[src/rtl/crcfr_pkg.sv]
// Package for the CRC-checked frame receiver: result item type, header phase
// and verdict codes, and the byte-wide reflected CRC-32 update.
// No dependencies.
package crcfr_pkg;

  localparam logic [31:0] CrcPoly    = 32'hEDB88320;
  localparam logic [31:0] CrcInit    = 32'hFFFFFFFF;
  localparam int unsigned MaskCrcBit = 3;

  localparam logic KindPayload = 1'b0;
  localparam logic KindVerdict = 1'b1;

  typedef enum logic [3:0] {
    PH_MASK    = 4'd0,
    PH_SUM0    = 4'd1,
    PH_SUM1    = 4'd2,
    PH_SUM2    = 4'd3,
    PH_SUM3    = 4'd4,
    PH_SKIP0   = 4'd5,
    PH_SKIP1   = 4'd6,
    PH_SKIP2   = 4'd7,
    PH_SKIP3   = 4'd8,
    PH_TYPE    = 4'd9,
    PH_PAYLOAD = 4'd10
  } crcfr_phase_e;

  typedef enum logic [1:0] {
    ST_OK       = 2'd0,
    ST_MISMATCH = 2'd1,
    ST_SHORT    = 2'd2
  } crcfr_status_e;

  typedef struct packed {
    logic              kind;
    logic [7:0]        payload_byte;
    logic              end_of_payload;
    logic signed [7:0] frame_type;
    crcfr_status_e     status;
  } crcfr_item_t;

  // Up to two results per input beat; item1 is only used together with item0.
  typedef struct packed {
    logic        push0;
    logic        push1;
    crcfr_item_t item0;
    crcfr_item_t item1;
  } crcfr_push_t;

  // One byte through the reflected CRC-32, all eight bit steps unrolled.
  function automatic logic [31:0] crc_byte(input logic [31:0] crc, input logic [7:0] b);
    logic [31:0] c;
    c = crc ^ {24'd0, b};
    for (int k = 0; k < 8; k++) begin
      c = (c >> 1) ^ (CrcPoly & {32{c[0]}});
    end
    return c;
  endfunction

endpackage

[src/rtl/crcfr_parser.sv]
// Input beat register, frame header parser, CRC-32 and verdict logic.
// Produces up to two result items per beat for the output queue.
// Depends on crcfr_pkg.
module crcfr_parser (
  input  logic                 clk_i,
  input  logic                 rst_ni,
  input  logic                 cfg_we_i,
  input  logic                 cfg_data_i,
  input  logic                 accept_i,
  input  logic [7:0]           data_byte_i,
  input  logic                 last_byte_i,
  output logic                 busy_o,
  output crcfr_pkg::crcfr_push_t push_o
);
  import crcfr_pkg::*;

  logic         skip_hdr_q;
  logic         in_valid_q;
  logic [7:0]   in_data_q;
  logic         in_last_q;

  crcfr_phase_e phase_q, phase_d, after_sum;
  logic         has_sum_q, has_sum_d;
  logic [31:0]  rcv_q, rcv_d;
  logic [31:0]  crc_q, crc_d, crc_upd;
  logic [7:0]   type_q, type_d;
  logic         type_seen;
  crcfr_status_e verdict;
  crcfr_item_t  vitem;

  always_ff @(posedge clk_i or negedge rst_ni) begin
    if (!rst_ni) begin
      skip_hdr_q <= 1'b0;
      in_valid_q <= 1'b0;
      phase_q    <= PH_MASK;
      has_sum_q  <= 1'b0;
      rcv_q      <= '0;
      crc_q      <= CrcInit;
      type_q     <= '0;
    end else begin
      if (cfg_we_i) begin
        skip_hdr_q <= cfg_data_i;
      end
      in_valid_q <= accept_i;
      phase_q    <= phase_d;
      has_sum_q  <= has_sum_d;
      rcv_q      <= rcv_d;
      crc_q      <= crc_d;
      type_q     <= type_d;
    end
  end

  always_ff @(posedge clk_i) begin
    if (accept_i) begin
      in_data_q <= data_byte_i;
      in_last_q <= last_byte_i;
    end
  end

  assign busy_o    = in_valid_q;
  assign crc_upd   = crc_byte(crc_q, in_data_q);
  assign after_sum = skip_hdr_q ? PH_SKIP0 : PH_TYPE;

  always_comb begin
    phase_d   = phase_q;
    has_sum_d = has_sum_q;
    rcv_d     = rcv_q;
    crc_d     = crc_q;
    type_d    = type_q;
    type_seen = 1'b0;
    verdict   = ST_OK;
    vitem     = '0;
    push_o    = '0;

    if (in_valid_q) begin
      unique case (phase_q)
        PH_MASK: begin
          has_sum_d = in_data_q[MaskCrcBit];
          phase_d   = in_data_q[MaskCrcBit] ? PH_SUM0 : after_sum;
        end
        PH_SUM0, PH_SUM1, PH_SUM2: begin
          rcv_d   = {rcv_q[23:0], in_data_q};
          phase_d = crcfr_phase_e'(phase_q + 4'd1);
        end
        PH_SUM3: begin
          rcv_d   = {rcv_q[23:0], in_data_q};
          phase_d = after_sum;
        end
        PH_SKIP0, PH_SKIP1, PH_SKIP2, PH_SKIP3: begin
          crc_d   = crc_upd;
          phase_d = crcfr_phase_e'(phase_q + 4'd1);
        end
        PH_TYPE: begin
          crc_d   = crc_upd;
          type_d  = in_data_q;
          phase_d = PH_PAYLOAD;
        end
        default: begin
          // Payload phase; unused phase codes behave the same way.
          crc_d                       = crc_upd;
          push_o.push0                = 1'b1;
          push_o.item0.kind           = KindPayload;
          push_o.item0.payload_byte   = in_data_q;
          push_o.item0.end_of_payload = in_last_q;
          push_o.item0.frame_type     = type_q;
          push_o.item0.status         = ST_OK;
        end
      endcase

      if (in_last_q) begin
        type_seen = (phase_d == PH_PAYLOAD) || (4'(phase_q) >= 4'(PH_PAYLOAD));
        priority if (!type_seen) begin
          verdict = ST_SHORT;
        end else if (has_sum_d && ((~crc_d) != rcv_d)) begin
          verdict = ST_MISMATCH;
        end else begin
          verdict = ST_OK;
        end
        vitem.kind       = KindVerdict;
        vitem.frame_type = type_d;
        vitem.status     = verdict;
        if (push_o.push0) begin
          push_o.push1 = 1'b1;
          push_o.item1 = vitem;
        end else begin
          push_o.push0 = 1'b1;
          push_o.item0 = vitem;
        end
        // The frame is over: back to the reset state for the next one.
        phase_d   = PH_MASK;
        has_sum_d = 1'b0;
        rcv_d     = '0;
        crc_d     = CrcInit;
        type_d    = '0;
      end
    end
  end

  a_frame_clears: assert property (@(posedge clk_i) disable iff (!rst_ni)
    (in_valid_q && in_last_q) |=> (phase_q == PH_MASK && crc_q == CrcInit && type_q == 8'd0))
    else $error("frame state not cleared after final byte");

  a_second_is_verdict: assert property (@(posedge clk_i) disable iff (!rst_ni)
    push_o.push1 |-> (push_o.item1.kind == KindVerdict && push_o.item0.kind == KindPayload))
    else $error("two results must be payload then verdict");

  a_verdict_on_last: assert property (@(posedge clk_i) disable iff (!rst_ni)
    (push_o.push0 && push_o.item0.kind == KindVerdict) |-> (in_last_q && in_valid_q))
    else $error("verdict without final byte");

endmodule

[src/rtl/crcfr_out_fifo.sv]
// Result queue between the parser and the output stream; takes up to two
// items per cycle and hands out one. Depth must be a power of two, at least 4.
// Depends on crcfr_pkg.
module crcfr_out_fifo #(
  parameter int unsigned Depth = 8
) (
  input  logic                           clk_i,
  input  logic                           rst_ni,
  input  crcfr_pkg::crcfr_push_t         push_i,
  input  logic                           pop_i,
  output crcfr_pkg::crcfr_item_t         item_o,
  output logic                           valid_o,
  output logic [$clog2(Depth+1)-1:0]     count_o
);
  import crcfr_pkg::*;

  localparam int unsigned AW = $clog2(Depth);
  localparam int unsigned CW = $clog2(Depth + 1);

  crcfr_item_t   mem_q [Depth];
  logic [AW-1:0] wr_ptr_q, wr_ptr_d, rd_ptr_q, rd_ptr_d, wr_ptr_nx;
  logic [CW-1:0] count_q, count_d;

  assign wr_ptr_nx = wr_ptr_q + AW'(1);

  always_comb begin
    wr_ptr_d = wr_ptr_q + AW'(push_i.push0) + AW'(push_i.push1);
    rd_ptr_d = rd_ptr_q + AW'(pop_i);
    count_d  = count_q + CW'(push_i.push0) + CW'(push_i.push1) - CW'(pop_i);
  end

  always_ff @(posedge clk_i or negedge rst_ni) begin
    if (!rst_ni) begin
      wr_ptr_q <= '0;
      rd_ptr_q <= '0;
      count_q  <= '0;
    end else begin
      wr_ptr_q <= wr_ptr_d;
      rd_ptr_q <= rd_ptr_d;
      count_q  <= count_d;
    end
  end

  always_ff @(posedge clk_i) begin
    if (push_i.push0) begin
      mem_q[wr_ptr_q] <= push_i.item0;
    end
    if (push_i.push1) begin
      mem_q[wr_ptr_nx] <= push_i.item1;
    end
  end

  assign item_o  = mem_q[rd_ptr_q];
  assign valid_o = (count_q != '0);
  assign count_o = count_q;

  a_no_overflow: assert property (@(posedge clk_i) disable iff (!rst_ni)
    count_q <= CW'(Depth))
    else $error("result queue overflow");

  a_ptr_gap: assert property (@(posedge clk_i) disable iff (!rst_ni)
    (count_q != CW'(Depth)) |-> (wr_ptr_q - rd_ptr_q == count_q[AW-1:0]))
    else $error("queue pointers disagree with fill count");

endmodule

[src/rtl/crc_checked_frame_receiver_top.sv]
// Top level of the CRC-checked frame receiver: stream ports, config port and
// ready logic around the parser and the result queue.
// Depends on crcfr_pkg, crcfr_parser and crcfr_out_fifo.
//
//  Channel  | Direction | Beat contents
//  ---------+-----------+----------------------------------------------------
//  cfg      | in        | header skip enable (1 bit)
//  s_axis   | in        | tdata: data_byte; tlast: last_byte
//  m_axis   | out       | tdata: payload_byte, frame_type, status; tuser: kind;
//           |           | tlast: end_of_payload
//
// One input byte per cycle while the queue has room; a byte is registered when
// accepted, parsed and CRC-updated in the next cycle and written to the queue at
// the end of that cycle. A payload byte that ends a frame yields two output beats;
// the queue absorbs them. s_axis_tready_o drops when the queue could not take two
// items each for the byte in the input register and for a new one. Reset is
// asynchronous and active low; the config port is always ready.
module crc_checked_frame_receiver_top #(
  parameter int unsigned FifoDepth = 8
) (
  input  logic        clk_i,
  input  logic        rst_ni,
  input  logic        cfg_valid_i,
  output logic        cfg_ready_o,
  input  logic        cfg_data_i,      // header skip enable
  input  logic        s_axis_tvalid_i,
  output logic        s_axis_tready_o,
  input  logic [7:0]  s_axis_tdata_i,  // [7:0] data_byte
  input  logic        s_axis_tlast_i,
  output logic        m_axis_tvalid_o,
  input  logic        m_axis_tready_i,
  output logic [23:0] m_axis_tdata_o,  // [7:0] payload_byte, [15:8] frame_type,
                                       // [17:16] status, [23:18] zero
  output logic        m_axis_tlast_o,
  output logic        m_axis_tuser_o   // kind
);
  import crcfr_pkg::*;

  localparam int unsigned CW = $clog2(FifoDepth + 1);

  crcfr_push_t   push;
  crcfr_item_t   item;
  logic          busy, accept, pop, q_valid;
  logic [CW-1:0] count;
  logic [CW:0]   need;

  // Room for the beat in the input register and for the one just accepted.
  assign need            = {1'b0, count} + (busy ? (CW+1)'(2) : '0);
  assign s_axis_tready_o = (need <= (CW+1)'(FifoDepth - 2));
  assign accept          = s_axis_tvalid_i && s_axis_tready_o;
  assign cfg_ready_o     = 1'b1;
  assign pop             = q_valid && m_axis_tready_i;

  crcfr_parser u_parser (
    .clk_i       (clk_i),
    .rst_ni      (rst_ni),
    .cfg_we_i    (cfg_valid_i),
    .cfg_data_i  (cfg_data_i),
    .accept_i    (accept),
    .data_byte_i (s_axis_tdata_i),
    .last_byte_i (s_axis_tlast_i),
    .busy_o      (busy),
    .push_o      (push)
  );

  crcfr_out_fifo #(
    .Depth (FifoDepth)
  ) u_out_fifo (
    .clk_i   (clk_i),
    .rst_ni  (rst_ni),
    .push_i  (push),
    .pop_i   (pop),
    .item_o  (item),
    .valid_o (q_valid),
    .count_o (count)
  );

  assign m_axis_tvalid_o = q_valid;
  assign m_axis_tdata_o  = {6'd0, item.status, item.frame_type, item.payload_byte};
  assign m_axis_tlast_o  = item.end_of_payload;
  assign m_axis_tuser_o  = item.kind;

endmodule

[config.mk]
export PLATFORM = sky130hd
export DESIGN_NAME = crc_checked_frame_receiver_top
export DESIGN_NICKNAME = d
export VERILOG_FILES = /design/src/rtl/crcfr_pkg.sv /design/src/rtl/crcfr_parser.sv /design/src/rtl/crcfr_out_fifo.sv /design/src/rtl/crc_checked_frame_receiver_top.sv
export SDC_FILE = /design/constraint.sdc
export NUM_CORES = 1
export LEC_CHECK = 0
export BUFFER_PORTS_ARGS = -buffer_cell sky130_fd_sc_hd__buf_4
export CAP_MARGIN = 0
export CORE_UTILIZATION = 45
export DETAILED_ROUTE_END_ITERATION = 10
export PLACE_DENSITY = 0.63
export SYNTH_ARGS = -nofsm -noshare
export SYNTH_HDL_FRONTEND = slang
export SYNTH_SLANG_ARGS = --single-unit
export TNS_END_PERCENT = 100
[constraint.sdc]
create_clock -name clk_i -period 4.43 [get_ports clk_i]
set_input_delay 0.2215 -clock clk_i [delete_from_list [all_inputs] [get_ports clk_i]]
set_output_delay 0.2215 -clock clk_i [all_outputs]
set_load 0.01 [all_outputs]
### Word-level counts from Yosys, hierarchy flattened

Memory sizes are Yosys's and may differ from the RTL's.
Cells that the tools add are included.
W data, S select, Z words.

* memories kept: 1
* output and inout port bits: 29
* input port bits: 15
* bits in writable memories: 160
* register bits after elaboration: 98
* logic and storage cells: 86

* bitwise logic cells: 10
* muxes and demuxes: 31
* reductions and logical operators: 10
* eq/ne operators: 11
* magnitude comparators: 2
* add/subtract/negate cells: 9

Memory list
* u_out_fifo.mem_q: words 8, bits a word 20, read ports 1, clocked after Yosys merged registers in 0, wr ports 2, RTL line crcfr_out_fifo.sv:20 `crcfr_item_t mem_q [Depth];`

Operator list (count)
* $xor A31 B32 Y32: 8
* $mux W32: 6
* $mux W42: 2
* $mux W20: 2
* $ne A32 B32 Y1: 1
* $not A32 Y32: 1
* $xor A32 B8 Y32: 1
* $mux W19: 1
* $eq A4 B3 Y1 const B: 4
* $mux W4: 4
* $mux W8: 2
* $pmux W4 S4: 1
* $eq A4 B4 Y1 const B: 3
* $mux W1: 11
* $reduce_or A10 Y1: 1
* $add A3 B1 Y3: 3
* $add A4 B1 Y4: 2
* $eq A4 B2 Y1 const B: 2
* $reduce_or A7 Y1: 1
* $add A4 B2 Y5: 1
* $le A5 B3 Y1 const B: 1
* $reduce_or A5 Y1: 1
* $add A4 B1 Y4 const B: 1
* $eq A4 B1 Y1 const B: 1
* 9 further kinds: 12

### Longest topological paths before layout

* word-level depth: 22
* depth in mapped cells: 15
* depth with buffers taken out: 13

### Hierarchy

A second synthesis with hierarchy kept.

* cell total of the unflattened synthesis: 1193
* area total of the unflattened synthesis: 15529.9 sq um

Modules (own cells, without submodules)
* crcfr_out_fifo: seq. area each 5054.8 sq um, times used 1, cells an instance 476, area an instance 8558.2 sq um
* crcfr_parser: seq. area each 2287.2 sq um, times used 1, cells an instance 697, area an instance 6839.1 sq um
* crc_checked_frame_receiver_top: seq. area each 0.0 sq um, times used 1, cells an instance 20, area an instance 132.6 sq um

### Worst setup path after synthesis

OpenSTA, ideal clock, no wires.

* kind: reg-to-reg
* from: register u_parser.phase_q[0]
* to: memory u_out_fifo.mem_q[0][0] (netlist name), data pin
* setup slack: 1.040 ns
* setup time: 0.285 ns
* buffers on the path: 2
* data required time: 4.145 ns
* stages on the path, launching flop included: 14
* clock period less this slack: 3.390 ns
* data arrival time: 3.105 ns
* cell sequence: dfrtp_1 inv_1 ha_1 nor4_1 or3_1 clkbuf_1 buf_4 mux2i_1 nor2_1 a2111oi_0 a22oi_1 a221o_1 nor4_4 nor3_1

RTL lines
* from (decl): RTL line crcfr_parser.sv:22 `crcfr_phase_e phase_q, phase_d, after_sum;`
* from (signal assigned): RTL line crcfr_parser.sv:45 `phase_q <= phase_d;`
* to (decl): RTL line crcfr_out_fifo.sv:20

==> run metrics <==
worst-margin pin slew 1.12 ns; First-pass DRT Iterations 5; worst hold stages 3; clk buf depth 3; Critical Path Stages 12; initial antenna violation count 0; met3 WL 3.18 mm; Vias slightly above 10k; CP Buf/Inv Count 2; HPWL Detailed 25.4 mm; Fin Setup TNS 0 ns; PnR worst setup slack 0.339 ns; Max-cap violations 0; first-pass GRT wire length about 60 mm; CTS tree yes; clock net sink count around 260; Worst Hold Class primary input to flop; Wirelength per Cell 22.3 um; GRT Total Usage approximately a quarter; DRT iter0 DRCs roughly 860; Hold Path End u_out_fifo.rd_ptr_q[0]; DIE AREA roughly 31000 um^2; required time worst endpoint 4.70 ns; clk_skew ~0.019 ns; #FFs+latches synth 258; Final Hold Vio Count 0; CP cell instances inv_1 > ha_1 > nor4_1 > or3_2 > buf_4 > mux2i_1 > nand2b_1 > o2111ai_1 > o22ai_1 > nand4_1 > nor4_4 > nor3_1; via/cell ratio 6.00; Met1 Wirelength 17.9 mm; Distinct cells, synth between 60 and 70; # fillers roughly 2.7k; Critical Path Sink Type flop; flop2flop setup slack 0.34 ns; r2r endpoint u_out_fifo.mem_q[7][0]; uppermost layer routed met4; CTS buffer count 28; Final ANT Viol Nets 0; critical setup path kind flop to flop; Clock Latency Late Sink ~0.57 ns; # IOs between 40 and 50; dpl ws 0.346 ns; layout cells sized above 1 between 10% and 20%; syn avg cell area between 10 and 15 um^2; period utilization 92.3%; clk slew on worst S/H paths 0.06 ns; largest net degree at the start of global routing between 50 and 60; Area Growth Syn to Fin 12.7%; Mapped Area 13700 um^2; Synth Area in Adders 1.81%; relative slew slack between 20% and 30%; critical path's largest stage delay 0.56 ns; DRC viols 0; Die Ht approximately 180 um; CP arrival 4.36 ns; hold_buf cts 12; root buffer cell clkbuf_16; max-slew violation total from the final report 0; largest family of logic cells by synthesized area compound AO/OA/AOI/OAI gates; worst-path maximum fanout 18; mux share of post-synthesis cell area between 10 and 15%; postcts setup bufs 0; Hold Startpoint m_axis_tready_i; final setup fails 0; post-synthesis compound-gate area fraction roughly 16%; Die X roughly 180 um; Core Rows 63; post-CTS sizing 0; htree depth 1; R2R Path Start u_parser.phase_q[0]; routability cong. 0.894; Gate Count Post-Synth about 1.3k; Peak Freq 244 MHz; starting density of the core between 40% and 50%; Min Clock Period, post-route 4.09 ns; core outline area approximately 30000 um^2; routed length on met2 approximately 17 mm; GRT overflow 0; sequential area share after synthesis between 40% and 50%; vias in the first global route 9889; Nets roughly 1.3k; Register-to-Register Path Depth 12; simple-gate share of the synthesized area under 10%; YS warnings 0; CP max stage cell nor4_4; ys flop type edfxtp_1; outcome finished clean; number of synthesized flops with an enable pin 97; DRT Wirelength about 38 mm; async set-reset flop share out of synthesis roughly 34%; IO buf count 36; Top delay family on crit path simple AND/OR/NAND/NOR gates; RSZ-0062 raised after global routing false; xor and xnor fraction of the mapped netlist area 9.50%; ant diodes 0; startpoint types flop
-- synthesized netlist by cell type (9+ instances only) --
cell / number / area share [%]
mux2_2: 20 / 1.6
and2_1: 11 / 0.50
o21a_1: 9 / 0.49
xor2_1: 25 / 1.6
mux4_2: 40 / 6.6
o21ai_0: 75 / 2.7
xnor2_2: 13 / 1.5
nand3_1: 11 / 0.40
edfxtp_1: 97 / 21
a21oi_1: 64 / 2.3
clkbuf_1: 70 / 1.9
nor3_1: 15 / 0.55
dfxtp_1: 72 / 11
mux2i_1: 39 / 2.9
a22oi_1: 31 / 1.7
dfstp_2: 32 / 6.1
xnor2_1: 68 / 4.4
ha_1: 15 / 1.4
nand2_1: 94 / 2.6
o22ai_1: 131 / 6.0
inv_1: 73 / 2.0
nor2_1: 97 / 2.7
dfrtp_1: 57 / 10
nand4_1: 9 / 0.41
xnor3_1: 9 / 1.5
-- area by class of cell --
type | count | area (um^2) | area share (%)
repair buffers | 89 | 711 | 4.61
clock inverters | 13 | 110 | 0.714
multi-input cells | 858 | 6430 | 41.7
clock buffers | 39 | 782 | 5.07
flip-flops and latches | 258 | 6630 | 42.9
well taps | 390 | 488 | 3.16
inverters | 75 | 282 | 1.82
-- sequential cells by signal, indices dropped and copies added, names as in the netlist --
name and cells:
u_parser.in_last_q 1, u_parser.skip_hdr_q 1, u_parser.rcv_q 32, u_parser.crc_q 32, u_parser.type_q 8, u_parser.has_sum_q 1
u_parser.phase_q 4, u_out_fifo.wr_ptr_q 3, u_parser.busy_o 1, u_parser.in_data_q 8, u_out_fifo.mem_q 160, u_out_fifo.rd_ptr_q 3
u_out_fifo.count_o 4
-- logic make-up after synthesis --
logic type / count (synthesis)
AOI/OAI and AO/OA: 350
and+or+nand+nor: 266
DFF: 258
buffers and inverters: 168
xor gates and xnor gates: 118
muxes: 99
adders and majority gates: 18
other: 2
-- metrics by stage --
stage	util (%)	hold WS [ns]	instance area (um^2)	std cells
after floorplan	-	-0.0741	13700	1284
after global placement	48.4	0.302	14400	1658
after detailed placement	48.4	0.305	14400	1658
after CTS	51.8	0.00238	15400	1722
after global routing	51.8	0.0250	15400	1722
final	51.8	0.0209	15400	1722
-- metal layers --
metal  vias to the layer above  track usage, %
met5                         -               0
met1                      5143            38.5
met2                       417            37.0
li1                       4736               -
met3                        44            4.18
met4                         0            5.32
-- placed cells by master, fill, tap and decap left out, types with 15 or more instances in the layout --
cell         n
a21oi_1     64
a22oi_1     31
buf_4       76
clkbuf_16   28
dfrtp_1     54
dfstp_2     32
dfxtp_1     72
edfxtp_1    97
ha_1        15
inv_1       73
mux2_2      20
mux2i_1     39
mux4_2      40
nand2_1     94
nor2_1      97
o21ai_0     75
o22ai_1    131
xnor2_1     68
xor2_1      25
-- worst min-delay path: cells and delay by family --
kind                     cells  cell delay [ns]
adder cells (fa/ha/maj)      1             0.13
buffers and inverters        1             0.07
AND/OR/NAND/NOR              1             0.13
-- worst max path at each step --
| stage | startpoint | to | slack (ns) |
|---|---|---|---|
| final | u_parser.phase_q[0] | u_out_fifo.mem_q[7][0] | 0.34 |
| after global routing | u_parser.phase_q[0] | u_out_fifo.mem_q[6][0] | 0.05 |
| after CTS | u_parser.phase_q[0] | u_out_fifo.mem_q[7][0] | 0.34 |
| after detailed placement | u_parser.phase_q[0] | u_out_fifo.mem_q[3][0] | 0.35 |
| after global placement | u_parser.phase_q[0] | u_out_fifo.mem_q[1][0] | 0.47 |
| after floorplan | u_parser.phase_q[0] | u_out_fifo.mem_q[0][0] | 1.04 |
Power is not shown: default switching activity piles up to over one toggle a cycle in this logic, so the estimate is an artifact.
